`config.mk`:
```
export PLATFORM = sky130hd
export DESIGN_NAME = indexed_linked_list_engine
export DESIGN_NICKNAME = d
export VERILOG_FILES = /design/src/rtl/ill_pkg.sv /design/src/rtl/ill_datapath.sv /design/src/rtl/ill_controller.sv /design/src/rtl/indexed_linked_list_engine.sv
export SDC_FILE = /design/constraint.sdc
export NUM_CORES = 2
export LEC_CHECK = 0
export BUFFER_PORTS_ARGS = -buffer_cell sky130_fd_sc_hd__buf_2
export CORE_MARGIN = 2
export CORE_UTILIZATION = 40
export CTS_CLUSTER_DIAMETER = 60
export DETAILED_ROUTE_END_ITERATION = 10
export MAX_ROUTING_LAYER = met4
export PLACE_DENSITY_LB_ADDON = 0.12
export SLEW_MARGIN = 20
export SYNTH_ARGS = -nofsm -noshare
export SYNTH_HDL_FRONTEND = slang
export SYNTH_SLANG_ARGS = --single-unit
```
`constraint.sdc`:
```
create_clock -name clock -period 14.52 [get_ports clock]
set_clock_uncertainty 0.15 [all_clocks]
set_input_delay 2.178 -clock clock [delete_from_list [all_inputs] [get_ports clock]]
set_output_delay 2.178 -clock clock [all_outputs]
set_load 0.02 [all_outputs]
```
`src/rtl/ill_pkg.sv`:
```
// Shared types and constants for the indexed linked list engine.
// Used by ill_datapath, ill_controller and indexed_linked_list_engine.
package ill_pkg;

   localparam int CAPACITY      = 64;
   localparam int VALUE_BITS    = 32;
   localparam int SLOT_BITS     = $clog2(CAPACITY);
   localparam int LINK_BITS     = $clog2(CAPACITY + 1);
   localparam int CMD_BITS      = 3;
   localparam int POS_BITS      = 7;
   localparam int POS2_BITS     = 6;
   localparam int FPOS_BITS     = 6;
   localparam int LEN_BITS      = 7;
   localparam int CMP_BITS      = LINK_BITS + 2;
   localparam int REQ_DATA_BITS = 48;
   localparam int RSP_DATA_BITS = 48;

   localparam logic [LINK_BITS-1:0] NIL = LINK_BITS'(CAPACITY);

   typedef enum logic [CMD_BITS-1:0] {
      CMD_INSERT  = 3'd0,
      CMD_DELETE  = 3'd1,
      CMD_GET     = 3'd2,
      CMD_SET     = 3'd3,
      CMD_FIND    = 3'd4,
      CMD_SWAP    = 3'd5,
      CMD_REVERSE = 3'd6,
      CMD_CLEAR   = 3'd7
   } cmd_type;

   typedef enum logic [4:0] {
      U_NOP, U_LOAD, U_INS_RDF, U_INS_NF, U_LOC_A, U_LOC_B, U_WALK_FIRST, U_WALK,
      U_RD_CUR, U_LATCH_P, U_INS_W1, U_INS_W2, U_DEL_LATCH, U_DEL_W1, U_DEL_W2,
      U_GET_DONE, U_SET, U_FIND_START, U_FIND_ADV, U_FIND_HIT, U_SAVE_A,
      U_SW_LATCH_B, U_SW_WB, U_SW_WA, U_REV_START, U_REV_W, U_REV_END, U_CLEAR,
      U_PUSH
   } uop_type;

   typedef enum logic [4:0] {
      ST_IDLE, ST_DISPATCH, ST_LOC, ST_WALK0, ST_WALK, ST_LOC_DONE,
      ST_INS_F, ST_INS_P, ST_INS_P2, ST_INS_W1, ST_INS_W2,
      ST_DEL_R, ST_DEL_L, ST_DEL_W1, ST_DEL_W2, ST_GET_R, ST_GET_L, ST_SET_W,
      ST_FIND_CHK, ST_FIND_CMP, ST_SW_A, ST_SW_RB, ST_SW_RA, ST_SW_WB, ST_SW_WA,
      ST_REV_CHK, ST_REV_W, ST_REV_END, ST_DONE
   } state_type;

   typedef struct packed {
      uop_type uop;
   } dp_cmd_type;

   typedef struct packed {
      cmd_type op;
      logic    pos_le_cnt;
      logic    pos_lt_cnt;
      logic    pos2_lt_cnt;
      logic    full;
      logic    append;
      logic    steps_zero;
      logic    link_null;
      logic    cur_null;
      logic    k_lt_cnt;
      logic    match;
      logic    more;
      logic    out_free;
   } dp_status_type;

endpackage

```
`src/rtl/ill_datapath.sv`:
```
// Datapath of the list engine: node store, link stores, list registers, result register.
// Carries out one micro-operation per cycle from ill_controller; depends on ill_pkg.
module ill_datapath (
   input  logic                                clock,
   input  logic                                reset,
   input  ill_pkg::dp_cmd_type                 cmd,
   output ill_pkg::dp_status_type              status,
   input  logic [ill_pkg::REQ_DATA_BITS-1:0]   req_tdata,
   output logic                                rsp_tvalid,
   input  logic                                rsp_tready,
   output logic [ill_pkg::RSP_DATA_BITS-1:0]   rsp_tdata
);
   import ill_pkg::*;

   // stores
   logic [VALUE_BITS-1:0] val_mem  [CAPACITY];
   logic [LINK_BITS-1:0]  next_mem [CAPACITY];
   logic [LINK_BITS-1:0]  prev_mem [CAPACITY];
   logic [CAPACITY-1:0]   nvalid_ff, pvalid_ff;

   logic [LINK_BITS-1:0]  next_raw, prev_raw, next_q, prev_q, link;
   logic [VALUE_BITS-1:0] val_q;
   logic [SLOT_BITS-1:0]  rd_addr, rd_addr_q;
   logic                  nvalid_q, pvalid_q;

   logic                  nw_en, pw_en, vw_en, clr;
   logic [SLOT_BITS-1:0]  nw_addr, pw_addr, vw_addr;
   logic [LINK_BITS-1:0]  nw_data, pw_data;
   logic [VALUE_BITS-1:0] vw_data;

   // request and scratch registers
   cmd_type               op_ff;
   logic [POS_BITS-1:0]   pos_ff, pos_in;
   logic [POS2_BITS-1:0]  pos2_ff, pos2_in;
   logic [VALUE_BITS-1:0] val_ff, val_in, tmp_ff, tmp_in;
   cmd_type               op_in;
   logic [LINK_BITS-1:0]  cur_ff, cur_in, aux_ff, aux_in, idx_ff, idx_in, nf_ff, nf_in;
   logic [LINK_BITS-1:0]  steps_ff, steps_in, k_ff, k_in;
   logic                  dir_ff, dir_in;

   // list registers
   logic [LINK_BITS-1:0]  head_ff, head_in, tail_ff, tail_in, free_ff, free_in;
   logic [LEN_BITS-1:0]   count_ff, count_in;

   // result and output stage
   logic                  ok_ff, ok_in;
   logic [VALUE_BITS-1:0] rd_ff, rd_in;
   logic [FPOS_BITS-1:0]  fpos_ff, fpos_in;
   logic                  out_valid_ff, out_valid_in;
   logic [RSP_DATA_BITS-1:0] out_data_ff, out_data_in;

   logic [CMP_BITS-1:0]   sel_pos, cnt_x, half;
   logic                  from_head;

   assign next_q = nvalid_q ? next_raw :
                   ((rd_addr_q == SLOT_BITS'(CAPACITY - 1)) ? NIL
                                                            : LINK_BITS'(rd_addr_q) + 1'b1);
   assign prev_q = pvalid_q ? prev_raw : NIL;
   assign link   = dir_ff ? prev_q : next_q;

   assign cnt_x     = CMP_BITS'(count_ff);
   assign half      = (cnt_x + 1'b1) >> 1;
   assign sel_pos   = (cmd.uop == U_LOC_B) ? CMP_BITS'(pos2_ff) : CMP_BITS'(pos_ff);
   assign from_head = sel_pos <= half;

   always_comb begin
      status.op          = op_ff;
      status.pos_le_cnt  = CMP_BITS'(pos_ff) <= cnt_x;
      status.pos_lt_cnt  = CMP_BITS'(pos_ff) < cnt_x;
      status.pos2_lt_cnt = CMP_BITS'(pos2_ff) < cnt_x;
      status.full        = (cnt_x >= CMP_BITS'(CAPACITY)) || (free_ff == NIL);
      status.append      = CMP_BITS'(pos_ff) == cnt_x;
      status.steps_zero  = steps_ff == '0;
      status.link_null   = link == NIL;
      status.cur_null    = cur_ff == NIL;
      status.k_lt_cnt    = CMP_BITS'(k_ff) < cnt_x;
      status.match       = val_q == val_ff;
      status.more        = (CMP_BITS'(k_ff) + 1'b1 < cnt_x) && (next_q != NIL);
      status.out_free    = !out_valid_ff || rsp_tready;
   end

   always_comb begin
      rd_addr = cur_ff[SLOT_BITS-1:0];
      nw_en = 1'b0; nw_addr = cur_ff[SLOT_BITS-1:0]; nw_data = NIL;
      pw_en = 1'b0; pw_addr = cur_ff[SLOT_BITS-1:0]; pw_data = NIL;
      vw_en = 1'b0; vw_addr = cur_ff[SLOT_BITS-1:0]; vw_data = val_ff;
      clr   = 1'b0;
      op_in = op_ff; pos_in = pos_ff; pos2_in = pos2_ff; val_in = val_ff; tmp_in = tmp_ff;
      cur_in = cur_ff; aux_in = aux_ff; idx_in = idx_ff; nf_in = nf_ff;
      steps_in = steps_ff; k_in = k_ff; dir_in = dir_ff;
      head_in = head_ff; tail_in = tail_ff; free_in = free_ff; count_in = count_ff;
      ok_in = ok_ff; rd_in = rd_ff; fpos_in = fpos_ff;
      out_valid_in = out_valid_ff && !rsp_tready;
      out_data_in  = out_data_ff;

      unique case (cmd.uop)
         U_NOP: ;
         U_LOAD: begin
            op_in   = cmd_type'(req_tdata[2:0]);
            pos_in  = req_tdata[9:3];
            pos2_in = req_tdata[15:10];
            val_in  = req_tdata[47:16];
            ok_in   = 1'b0;
            rd_in   = '0;
            fpos_in = '0;
         end
         U_INS_RDF: begin
            rd_addr = free_ff[SLOT_BITS-1:0];
            idx_in  = free_ff;
         end
         U_INS_NF: nf_in = next_q;
         U_LOC_A, U_LOC_B: begin
            dir_in = !from_head;
            if (from_head) begin
               cur_in   = head_ff;
               steps_in = LINK_BITS'(sel_pos);
            end else begin
               cur_in   = tail_ff;
               steps_in = LINK_BITS'(cnt_x - 1'b1 - sel_pos);
            end
         end
         U_WALK_FIRST: begin
            rd_addr  = cur_ff[SLOT_BITS-1:0];
            steps_in = steps_ff - 1'b1;
         end
         U_WALK: begin
            cur_in  = link;
            rd_addr = link[SLOT_BITS-1:0];
            if (steps_ff != '0) begin
               steps_in = steps_ff - 1'b1;
            end
         end
         U_RD_CUR: rd_addr = cur_ff[SLOT_BITS-1:0];
         U_LATCH_P: aux_in = prev_q;
         U_INS_W1: begin
            vw_en   = 1'b1;
            vw_addr = idx_ff[SLOT_BITS-1:0];
            nw_en   = 1'b1;
            nw_addr = idx_ff[SLOT_BITS-1:0];
            nw_data = status.append ? NIL : cur_ff;
            pw_en   = 1'b1;
            pw_addr = idx_ff[SLOT_BITS-1:0];
            pw_data = status.append ? tail_ff : aux_ff;
         end
         U_INS_W2: begin
            nw_data = idx_ff;
            if (status.append) begin
               if (tail_ff != NIL) begin
                  nw_en   = 1'b1;
                  nw_addr = tail_ff[SLOT_BITS-1:0];
               end else begin
                  head_in = idx_ff;
               end
               tail_in = idx_ff;
            end else begin
               pw_en   = 1'b1;
               pw_data = idx_ff;
               if (aux_ff != NIL) begin
                  nw_en   = 1'b1;
                  nw_addr = aux_ff[SLOT_BITS-1:0];
               end else begin
                  head_in = idx_ff;
               end
            end
            free_in  = nf_ff;
            count_in = count_ff + 1'b1;
            ok_in    = 1'b1;
         end
         U_DEL_LATCH: begin
            tmp_in = val_q;
            aux_in = prev_q;
            nf_in  = next_q;
         end
         U_DEL_W1: begin
            // unlink: prev -> next and next -> prev, or move the ends
            if (aux_ff != NIL) begin
               nw_en   = 1'b1;
               nw_addr = aux_ff[SLOT_BITS-1:0];
               nw_data = nf_ff;
            end else begin
               head_in = nf_ff;
            end
            if (nf_ff != NIL) begin
               pw_en   = 1'b1;
               pw_addr = nf_ff[SLOT_BITS-1:0];
               pw_data = aux_ff;
            end else begin
               tail_in = aux_ff;
            end
         end
         U_DEL_W2: begin
            nw_en    = 1'b1;
            nw_data  = free_ff;
            pw_en    = 1'b1;
            free_in  = cur_ff;
            count_in = count_ff - 1'b1;
            ok_in    = 1'b1;
            rd_in    = tmp_ff;
         end
         U_GET_DONE: begin
            ok_in = 1'b1;
            rd_in = val_q;
         end
         U_SET: begin
            vw_en = 1'b1;
            ok_in = 1'b1;
         end
         U_FIND_START, U_REV_START: begin
            cur_in = head_ff;
            k_in   = '0;
         end
         U_FIND_ADV: begin
            cur_in  = next_q;
            k_in    = k_ff + 1'b1;
            rd_addr = next_q[SLOT_BITS-1:0];
         end
         U_FIND_HIT: begin
            ok_in   = 1'b1;
            fpos_in = k_ff[FPOS_BITS-1:0];
         end
         U_SAVE_A: idx_in = cur_ff;
         U_SW_LATCH_B: begin
            tmp_in  = val_q;
            rd_addr = idx_ff[SLOT_BITS-1:0];
         end
         U_SW_WB: begin
            vw_en   = 1'b1;
            vw_data = val_q;
         end
         U_SW_WA: begin
            vw_en   = 1'b1;
            vw_addr = idx_ff[SLOT_BITS-1:0];
            vw_data = tmp_ff;
            ok_in   = 1'b1;
         end
         U_REV_W: begin
            nw_en   = 1'b1;
            nw_data = prev_q;
            pw_en   = 1'b1;
            pw_data = next_q;
            cur_in  = next_q;
            k_in    = k_ff + 1'b1;
            rd_addr = next_q[SLOT_BITS-1:0];
         end
         U_REV_END: begin
            head_in = tail_ff;
            tail_in = head_ff;
            ok_in   = 1'b1;
         end
         U_CLEAR: begin
            clr      = 1'b1;
            head_in  = NIL;
            tail_in  = NIL;
            free_in  = '0;
            count_in = '0;
            ok_in    = 1'b1;
         end
         U_PUSH: begin
            out_valid_in = 1'b1;
            out_data_in  = RSP_DATA_BITS'({count_ff, fpos_ff, rd_ff, ok_ff});
         end
         default: ;
      endcase
   end

   // store access: one write and one registered read per array and cycle
   always_ff @(posedge clock) begin
      if (nw_en) begin
         next_mem[nw_addr] <= nw_data;
      end
      if (pw_en) begin
         prev_mem[pw_addr] <= pw_data;
      end
      if (vw_en) begin
         val_mem[vw_addr] <= vw_data;
      end
      next_raw  <= next_mem[rd_addr];
      prev_raw  <= prev_mem[rd_addr];
      val_q     <= val_mem[rd_addr];
      nvalid_q  <= nvalid_ff[rd_addr];
      pvalid_q  <= pvalid_ff[rd_addr];
      rd_addr_q <= rd_addr;
   end

   // entries without a valid bit read as the free list set up at reset
   always_ff @(posedge clock) begin
      if (reset || clr) begin
         nvalid_ff <= '0;
         pvalid_ff <= '0;
      end else begin
         if (nw_en) begin
            nvalid_ff[nw_addr] <= 1'b1;
         end
         if (pw_en) begin
            pvalid_ff[pw_addr] <= 1'b1;
         end
      end
   end

   always_ff @(posedge clock) begin
      if (reset) begin
         head_ff      <= NIL;
         tail_ff      <= NIL;
         free_ff      <= '0;
         count_ff     <= '0;
         out_valid_ff <= 1'b0;
      end else begin
         head_ff      <= head_in;
         tail_ff      <= tail_in;
         free_ff      <= free_in;
         count_ff     <= count_in;
         out_valid_ff <= out_valid_in;
      end
   end

   always_ff @(posedge clock) begin
      op_ff       <= op_in;
      pos_ff      <= pos_in;
      pos2_ff     <= pos2_in;
      val_ff      <= val_in;
      tmp_ff      <= tmp_in;
      cur_ff      <= cur_in;
      aux_ff      <= aux_in;
      idx_ff      <= idx_in;
      nf_ff       <= nf_in;
      steps_ff    <= steps_in;
      k_ff        <= k_in;
      dir_ff      <= dir_in;
      ok_ff       <= ok_in;
      rd_ff       <= rd_in;
      fpos_ff     <= fpos_in;
      out_data_ff <= out_data_in;
   end

   assign rsp_tvalid = out_valid_ff;
   assign rsp_tdata  = out_data_ff;

   a_count_bound: assert property (@(posedge clock) disable iff (reset)
      CMP_BITS'(count_ff) <= CMP_BITS'(CAPACITY))
      else $error("element count above capacity");

   a_clear_empties: assert property (@(posedge clock) disable iff (reset)
      cmd.uop == U_CLEAR |=> (count_ff == '0) && (head_ff == NIL) && (free_ff == '0))
      else $error("clear left list state behind");

   a_free_empty_full: assert property (@(posedge clock) disable iff (reset)
      free_ff == NIL |-> CMP_BITS'(count_ff) == CMP_BITS'(CAPACITY))
      else $error("free list empty while list not full");

   a_push_when_free: assert property (@(posedge clock) disable iff (reset)
      cmd.uop == U_PUSH |-> (!out_valid_ff || rsp_tready))
      else $error("result pushed over a pending response");

endmodule

```
`src/rtl/ill_controller.sv`:
```
// Sequencer of the list engine: steps each request through its micro-operations.
// Drives ill_datapath through a command struct; depends on ill_pkg.
module ill_controller (
   input  logic                   clock,
   input  logic                   reset,
   input  logic                   req_tvalid,
   output logic                   req_tready,
   input  ill_pkg::dp_status_type status,
   output ill_pkg::dp_cmd_type    cmd
);
   import ill_pkg::*;

   state_type state_ff, state_in, ret_ff, ret_in;
   logic      loc_b_ff, loc_b_in;

   always_ff @(posedge clock) begin
      if (reset) begin
         state_ff <= ST_IDLE;
      end else begin
         state_ff <= state_in;
      end
   end

   always_ff @(posedge clock) begin
      ret_ff   <= ret_in;
      loc_b_ff <= loc_b_in;
   end

   always_comb begin
      state_in   = state_ff;
      ret_in     = ret_ff;
      loc_b_in   = loc_b_ff;
      cmd.uop    = U_NOP;
      req_tready = 1'b0;

      unique case (state_ff)
         ST_IDLE: begin
            req_tready = 1'b1;
            if (req_tvalid) begin
               cmd.uop  = U_LOAD;
               state_in = ST_DISPATCH;
            end
         end
         ST_DISPATCH: begin
            loc_b_in = 1'b0;
            state_in = ST_DONE;
            unique case (status.op)
               CMD_INSERT: begin
                  if (status.pos_le_cnt && !status.full) begin
                     cmd.uop  = U_INS_RDF;
                     state_in = ST_INS_F;
                  end
               end
               CMD_DELETE: begin
                  if (status.pos_lt_cnt) begin
                     ret_in   = ST_DEL_R;
                     state_in = ST_LOC;
                  end
               end
               CMD_GET: begin
                  if (status.pos_lt_cnt) begin
                     ret_in   = ST_GET_R;
                     state_in = ST_LOC;
                  end
               end
               CMD_SET: begin
                  if (status.pos_lt_cnt) begin
                     ret_in   = ST_SET_W;
                     state_in = ST_LOC;
                  end
               end
               CMD_FIND: begin
                  cmd.uop  = U_FIND_START;
                  state_in = ST_FIND_CHK;
               end
               CMD_SWAP: begin
                  if (status.pos_lt_cnt && status.pos2_lt_cnt) begin
                     ret_in   = ST_SW_A;
                     state_in = ST_LOC;
                  end
               end
               CMD_REVERSE: begin
                  cmd.uop  = U_REV_START;
                  state_in = ST_REV_CHK;
               end
               CMD_CLEAR: cmd.uop = U_CLEAR;
               default: ;
            endcase
         end
         // position walk, shared by delete, get, set, swap and non-appending insert
         ST_LOC: begin
            cmd.uop  = loc_b_ff ? U_LOC_B : U_LOC_A;
            state_in = ST_WALK0;
         end
         ST_WALK0: begin
            if (status.steps_zero) begin
               state_in = ST_LOC_DONE;
            end else begin
               cmd.uop  = U_WALK_FIRST;
               state_in = ST_WALK;
            end
         end
         ST_WALK: begin
            cmd.uop = U_WALK;
            if (status.link_null) begin
               state_in = ST_DONE;
            end else if (status.steps_zero) begin
               state_in = ST_LOC_DONE;
            end
         end
         ST_LOC_DONE: state_in = status.cur_null ? ST_DONE : ret_ff;
         ST_INS_F: begin
            cmd.uop = U_INS_NF;
            if (status.append) begin
               state_in = ST_INS_W1;
            end else begin
               ret_in   = ST_INS_P;
               state_in = ST_LOC;
            end
         end
         ST_INS_P: begin
            cmd.uop  = U_RD_CUR;
            state_in = ST_INS_P2;
         end
         ST_INS_P2: begin
            cmd.uop  = U_LATCH_P;
            state_in = ST_INS_W1;
         end
         ST_INS_W1: begin
            cmd.uop  = U_INS_W1;
            state_in = ST_INS_W2;
         end
         ST_INS_W2: begin
            cmd.uop  = U_INS_W2;
            state_in = ST_DONE;
         end
         ST_DEL_R: begin
            cmd.uop  = U_RD_CUR;
            state_in = ST_DEL_L;
         end
         ST_DEL_L: begin
            cmd.uop  = U_DEL_LATCH;
            state_in = ST_DEL_W1;
         end
         ST_DEL_W1: begin
            cmd.uop  = U_DEL_W1;
            state_in = ST_DEL_W2;
         end
         ST_DEL_W2: begin
            cmd.uop  = U_DEL_W2;
            state_in = ST_DONE;
         end
         ST_GET_R: begin
            cmd.uop  = U_RD_CUR;
            state_in = ST_GET_L;
         end
         ST_GET_L: begin
            cmd.uop  = U_GET_DONE;
            state_in = ST_DONE;
         end
         ST_SET_W: begin
            cmd.uop  = U_SET;
            state_in = ST_DONE;
         end
         ST_FIND_CHK: begin
            if (status.cur_null || !status.k_lt_cnt) begin
               state_in = ST_DONE;
            end else begin
               cmd.uop  = U_RD_CUR;
               state_in = ST_FIND_CMP;
            end
         end
         ST_FIND_CMP: begin
            if (status.match) begin
               cmd.uop  = U_FIND_HIT;
               state_in = ST_DONE;
            end else if (status.more) begin
               cmd.uop = U_FIND_ADV;
            end else begin
               state_in = ST_DONE;
            end
         end
         ST_SW_A: begin
            cmd.uop  = U_SAVE_A;
            loc_b_in = 1'b1;
            ret_in   = ST_SW_RB;
            state_in = ST_LOC;
         end
         ST_SW_RB: begin
            cmd.uop  = U_RD_CUR;
            state_in = ST_SW_RA;
         end
         ST_SW_RA: begin
            cmd.uop  = U_SW_LATCH_B;
            state_in = ST_SW_WB;
         end
         ST_SW_WB: begin
            cmd.uop  = U_SW_WB;
            state_in = ST_SW_WA;
         end
         ST_SW_WA: begin
            cmd.uop  = U_SW_WA;
            state_in = ST_DONE;
         end
         ST_REV_CHK: begin
            if (status.cur_null || !status.k_lt_cnt) begin
               state_in = ST_REV_END;
            end else begin
               cmd.uop  = U_RD_CUR;
               state_in = ST_REV_W;
            end
         end
         ST_REV_W: begin
            cmd.uop = U_REV_W;
            if (!status.more) begin
               state_in = ST_REV_END;
            end
         end
         ST_REV_END: begin
            cmd.uop  = U_REV_END;
            state_in = ST_DONE;
         end
         ST_DONE: begin
            if (status.out_free) begin
               cmd.uop  = U_PUSH;
               state_in = ST_IDLE;
            end
         end
         default: state_in = ST_IDLE;
      endcase
   end

   a_load_only_idle: assert property (@(posedge clock) disable iff (reset)
      cmd.uop == U_LOAD |-> state_ff == ST_IDLE && req_tvalid)
      else $error("request loaded outside idle");

   a_load_dispatch: assert property (@(posedge clock) disable iff (reset)
      cmd.uop == U_LOAD |=> state_ff == ST_DISPATCH)
      else $error("loaded request not dispatched");

   a_push_to_idle: assert property (@(posedge clock) disable iff (reset)
      cmd.uop == U_PUSH |=> state_ff == ST_IDLE)
      else $error("result push did not free the engine");

endmodule

```
`src/rtl/indexed_linked_list_engine.sv`:
```
// Doubly linked list engine over a 64-slot node store with a free list.
// A rejected request or a clear goes straight to the response; an append writes
// without a walk, and the other positional commands walk the list first; a walk starts at the
// nearer end (at most 32 links), and swap walks twice. Find and reverse visit the
// elements in list order. One request at a time; the next can be accepted in the same
// cycle as the registered response is first presented. Sync reset empties the list.
module indexed_linked_list_engine (
   input  logic                                clock,
   input  logic                                reset,
   input  logic                                req_tvalid,
   output logic                                req_tready,
   // command[2:0], position[9:3], other_position[15:10], value[47:16]
   input  logic [ill_pkg::REQ_DATA_BITS-1:0]   req_tdata,
   output logic                                rsp_tvalid,
   input  logic                                rsp_tready,
   // ok[0], read_value[32:1], found_position[38:33], length[45:39], zero above
   output logic [ill_pkg::RSP_DATA_BITS-1:0]   rsp_tdata
);
   import ill_pkg::*;

   dp_cmd_type    dp_cmd;
   dp_status_type dp_status;

   ill_controller u_ctrl (
      .clock      (clock),
      .reset      (reset),
      .req_tvalid (req_tvalid),
      .req_tready (req_tready),
      .status     (dp_status),
      .cmd        (dp_cmd)
   );

   ill_datapath u_dp (
      .clock      (clock),
      .reset      (reset),
      .cmd        (dp_cmd),
      .status     (dp_status),
      .req_tdata  (req_tdata),
      .rsp_tvalid (rsp_tvalid),
      .rsp_tready (rsp_tready),
      .rsp_tdata  (rsp_tdata)
   );

endmodule

```
==> impl_metrics.ini <==
[min_path]
hold_path_end = u_dp.rsp_tdata[0]
hp-class = reg -> reg
holdPathStages = 0
hold_start = u_dp.ok_ff

[logic_synthesis]
synth-compound-area-share_pct = 7.023
post_synth_instance_area_um2 = 134400
synth-simple-area-share_pct = 12.87
ys.flop_type = edfxtp_1
synthMuxAreaShare_pct = 3.169
async_flop_share_pct = 0
synth_top_family_by_area = simple AND/OR/NAND/NOR gates
synth_edf_count = 3158
synth_xor_area_share_pct = 0.4628
yosys.area_share.adder_pct = 0.4581
synth-seq-cells = 3374
synthCells = 9871
avgSynthCellArea_um2 = 13.61
synth.distinct_cells = 85
ys_seq_area_share_pct = 73.79
yosysWarnings = 0

[routing]
wl_per_cell_um = 29.97
avgViaCountPerCell = 5.910
first_pass_iters = 8
drt-total-wl_um = 438600
first_iter_violations = 10990
drt.antenna.violating_nets = 0
vias = 86500
drc = 0

[sta]
tightest_slew_ns = 1.103
finalCritPeriodShare_pct = 59.23
period_minus_slack_ns = 8.601
finalSetupViolCount = 0
maxSlewHeadroom_pct = 26.48
rsz0062_at_grt = no
setup_tns_ns = 0
slew_violations = 0
finalWorstSetupSlack_ns = 5.919
hold_viol = 0
max_freq_mhz = 116.3

[placed_design]
dp.cells = 13960
gp_congestion = 0.8983
preCtsSetupSlack_ns = 5.362
place_area_um2 = 140400
port_buffers = 99
hpwl_um = 241000

[power_and_ir_drop]
power_density_nw_per_um2 = 255.6
p_leak_nw = 51.36
irDropWorstVdd_uv = 399.1
finalPower_w = 0.03881

[global_route]
grt_pass1_vias = 81510
grt_max_degree = 159
grt_pass1_wl_um = 618500
antenna_found_initial = 23
grt-ovfl-total = 0
grt_usage_pct = 25.86

[cts]
cts_buffers = 359
cts-resized-gates = 0
cts_setup_buffers = 0
cts_root_buffer = clkbuf_16
cts_tree = done
clk_pin_slew_ns = 0.06
cts_sinks = 3374
clk_latency_ns = 0.96
clock_path_buffers = 4
ctsHoldBuffers = 0
cts.htree.levels = 5

[flow_run]
cap_violations = 0

[die]
fp.dieArea_um2 = 340600
ios = 102
start_util_pct = 40.24
die_x_um = 583.6
fp-row-count = 212
die_y_um = 583.6
core_um2 = 334000

[worst_setup_path]
endpoint_kind = flip-flop
reg2regPathDepth = 20
worst_r2r_endpoint = u_dp.nvalid_q
cp.required_ns = 15.14
critical_path_class = reg -> reg
worstPathMaxFanout = 121
reg2reg_slack_ns = 5.92
startpoint_type = flip-flop
arrival_ns = 9.22
reg2reg_from = u_dp.k_ff[0]

[finish]
drive_above_1_share_pct = 9.972
finish.instance_area_um2 = 151800
area_delta_synth_final_pct = 13.00
nNetsFinal = 10030
fin_cells = 14640

[run_status]
run_status = complete, no violations
where the power goes:
part           leakage [nW]  internal [W]  switching, W
combinational          14.8       0.00468        0.0131
sequential             31.0        0.0116      0.000467
clock                  5.57       0.00512       0.00387
per-layer routing:
metal / wire, um / track usage [%] / up-vias
met5: 0 / - / -
met4: 9538 / 5.540 / 0
met3: 37640 / 3.895 / 561
met2: 196200 / 38.43 / 3997
met1: 195300 / 37.60 / 44620
li1: - / - / 37320
worst max-delay path: stages (launching register included):
cell and delay [ns]:
edfxtp_1 0.52, ha_1 0.25, nand3_1 0.12, xnor2_1 0.27
ha_1 0.30, a211oi_1 0.20, nor2_1 0.07, nor4_1 0.58
o211a_1 0.33, nor3_1 0.11, nor2_1 0.58, a311o_2 0.35
nand2_8 0.52, inv_8 0.91, buf_12 0.42, buf_4 0.71
mux2i_1 0.26, a32oi_1 0.09, and3_1 0.28, nor4_1 0.75
nor4_1 0.08
layout by cell type (no fill, tap or decap), types with 22 or more instances in the layout:
master	netlist	final
inv_1	39	38
buf_12	0	22
bufinv_16	0	22
nor2_1	330	258
clkinv_2	0	60
xnor2_1	56	56
buf_2	233	99
a32oi_1	167	167
a222oi_1	53	53
mux2i_1	404	404
o22ai_1	78	77
edfxtp_1	3158	3158
a22o_1	35	35
dfxtp_1	216	216
nand3_1	790	783
buf_4	39	209
nor4_1	71	63
clkbuf_16	0	364
nor2_4	0	71
nand4_1	95	95
and3_1	172	172
ha_1	42	42
a22oi_1	54	54
clkbuf_1	297	98
nand2b_1	24	22
a31oi_1	362	361
clkinv_1	1	67
a211oi_1	59	59
o21ai_0	56	55
nand2_1	2406	2371
a21oi_1	64	63
nand2_2	0	33
o21a_1	138	138
nor2b_1	23	22
a311oi_1	54	54
layout make-up:
type	count	area [um^2]
Inverter	44	180.2
Tap cell	4387	5489
Multi-Input combinational cell	5823	33080
Antenna cell	9	22.52
Sequential cell	3374	99160
Timing Repair Buffer	330	2505
Clock buffer	481	9738
Fill cell	29470	182100
Clock inverter	187	1670
how the worst max path moves through the flow:
stage / depth (start not counted) / startpoint / to
after floorplan: 17 / req_tvalid / u_dp.val_q[26]
after global placement: 16 / req_tvalid / u_dp.val_q[27]
after detailed placement: 17 / req_tvalid / u_dp.nvalid_q
after CTS: 17 / u_dp.steps_ff[0] / u_dp.nvalid_q
after global routing: 20 / u_dp.k_ff[0] / u_dp.nvalid_q
final: 20 / u_dp.k_ff[0] / u_dp.nvalid_q
through the flow:
stage,hold slack (ns),utilization [%]
after floorplan,0.2503,-
after global placement,0.2529,42.03
after detailed placement,0.2545,42.04
after CTS,0.2655,45.46
after global routing,0.2712,45.46
final,0.2639,45.47
registers in the layout, summed over array words and instances (netlist names), 46 cells and up:
signal          cells
u_dp.val_mem     2048
u_dp.prev_mem     448
u_dp.next_mem     448
u_dp.nvalid_ff     64
u_dp.rsp_tdata     46
u_dp.pvalid_ff     64
synth_stat cells, types with 35 or more instances:
| cell | count | share of area [%] |
|---|---|---|
| ha_1 | 42 | 0.39 |
| inv_1 | 39 | 0.11 |
| o22ai_1 | 78 | 0.36 |
| o21ai_0 | 56 | 0.21 |
| mux2i_1 | 404 | 3.0 |
| buf_4 | 39 | 0.22 |
| nor2_1 | 330 | 0.92 |
| a22o_1 | 35 | 0.23 |
| a311oi_1 | 54 | 0.35 |
| a31oi_1 | 362 | 1.7 |
| a222oi_1 | 53 | 0.39 |
| clkbuf_1 | 297 | 0.83 |
| nand4_1 | 95 | 0.44 |
| buf_1 | 58 | 0.16 |
| edfxtp_1 | 3158 | 71 |
| a22oi_1 | 54 | 0.30 |
| nand3_1 | 790 | 2.9 |
| nor4_1 | 71 | 0.33 |
| and3_1 | 172 | 0.80 |
| a21oi_1 | 64 | 0.24 |
| o21a_1 | 138 | 0.77 |
| dfxtp_1 | 216 | 3.2 |
| nand2_1 | 2406 | 6.7 |
| a32oi_1 | 167 | 1.1 |
| buf_2 | 233 | 0.87 |
| a211oi_1 | 59 | 0.33 |
| xnor2_1 | 56 | 0.37 |
cells by family after synthesis:
| group | count (synthesis) |
|---|---|
| buf+inv | 675 |
| fa+ha+maj | 49 |
| simple gates | 4004 |
| mux | 423 |
| xor+xnor | 71 |
| flops | 3374 |
| other cells | 1 |
| compound gates | 1274 |
Power figures use the tool's default switching activity.
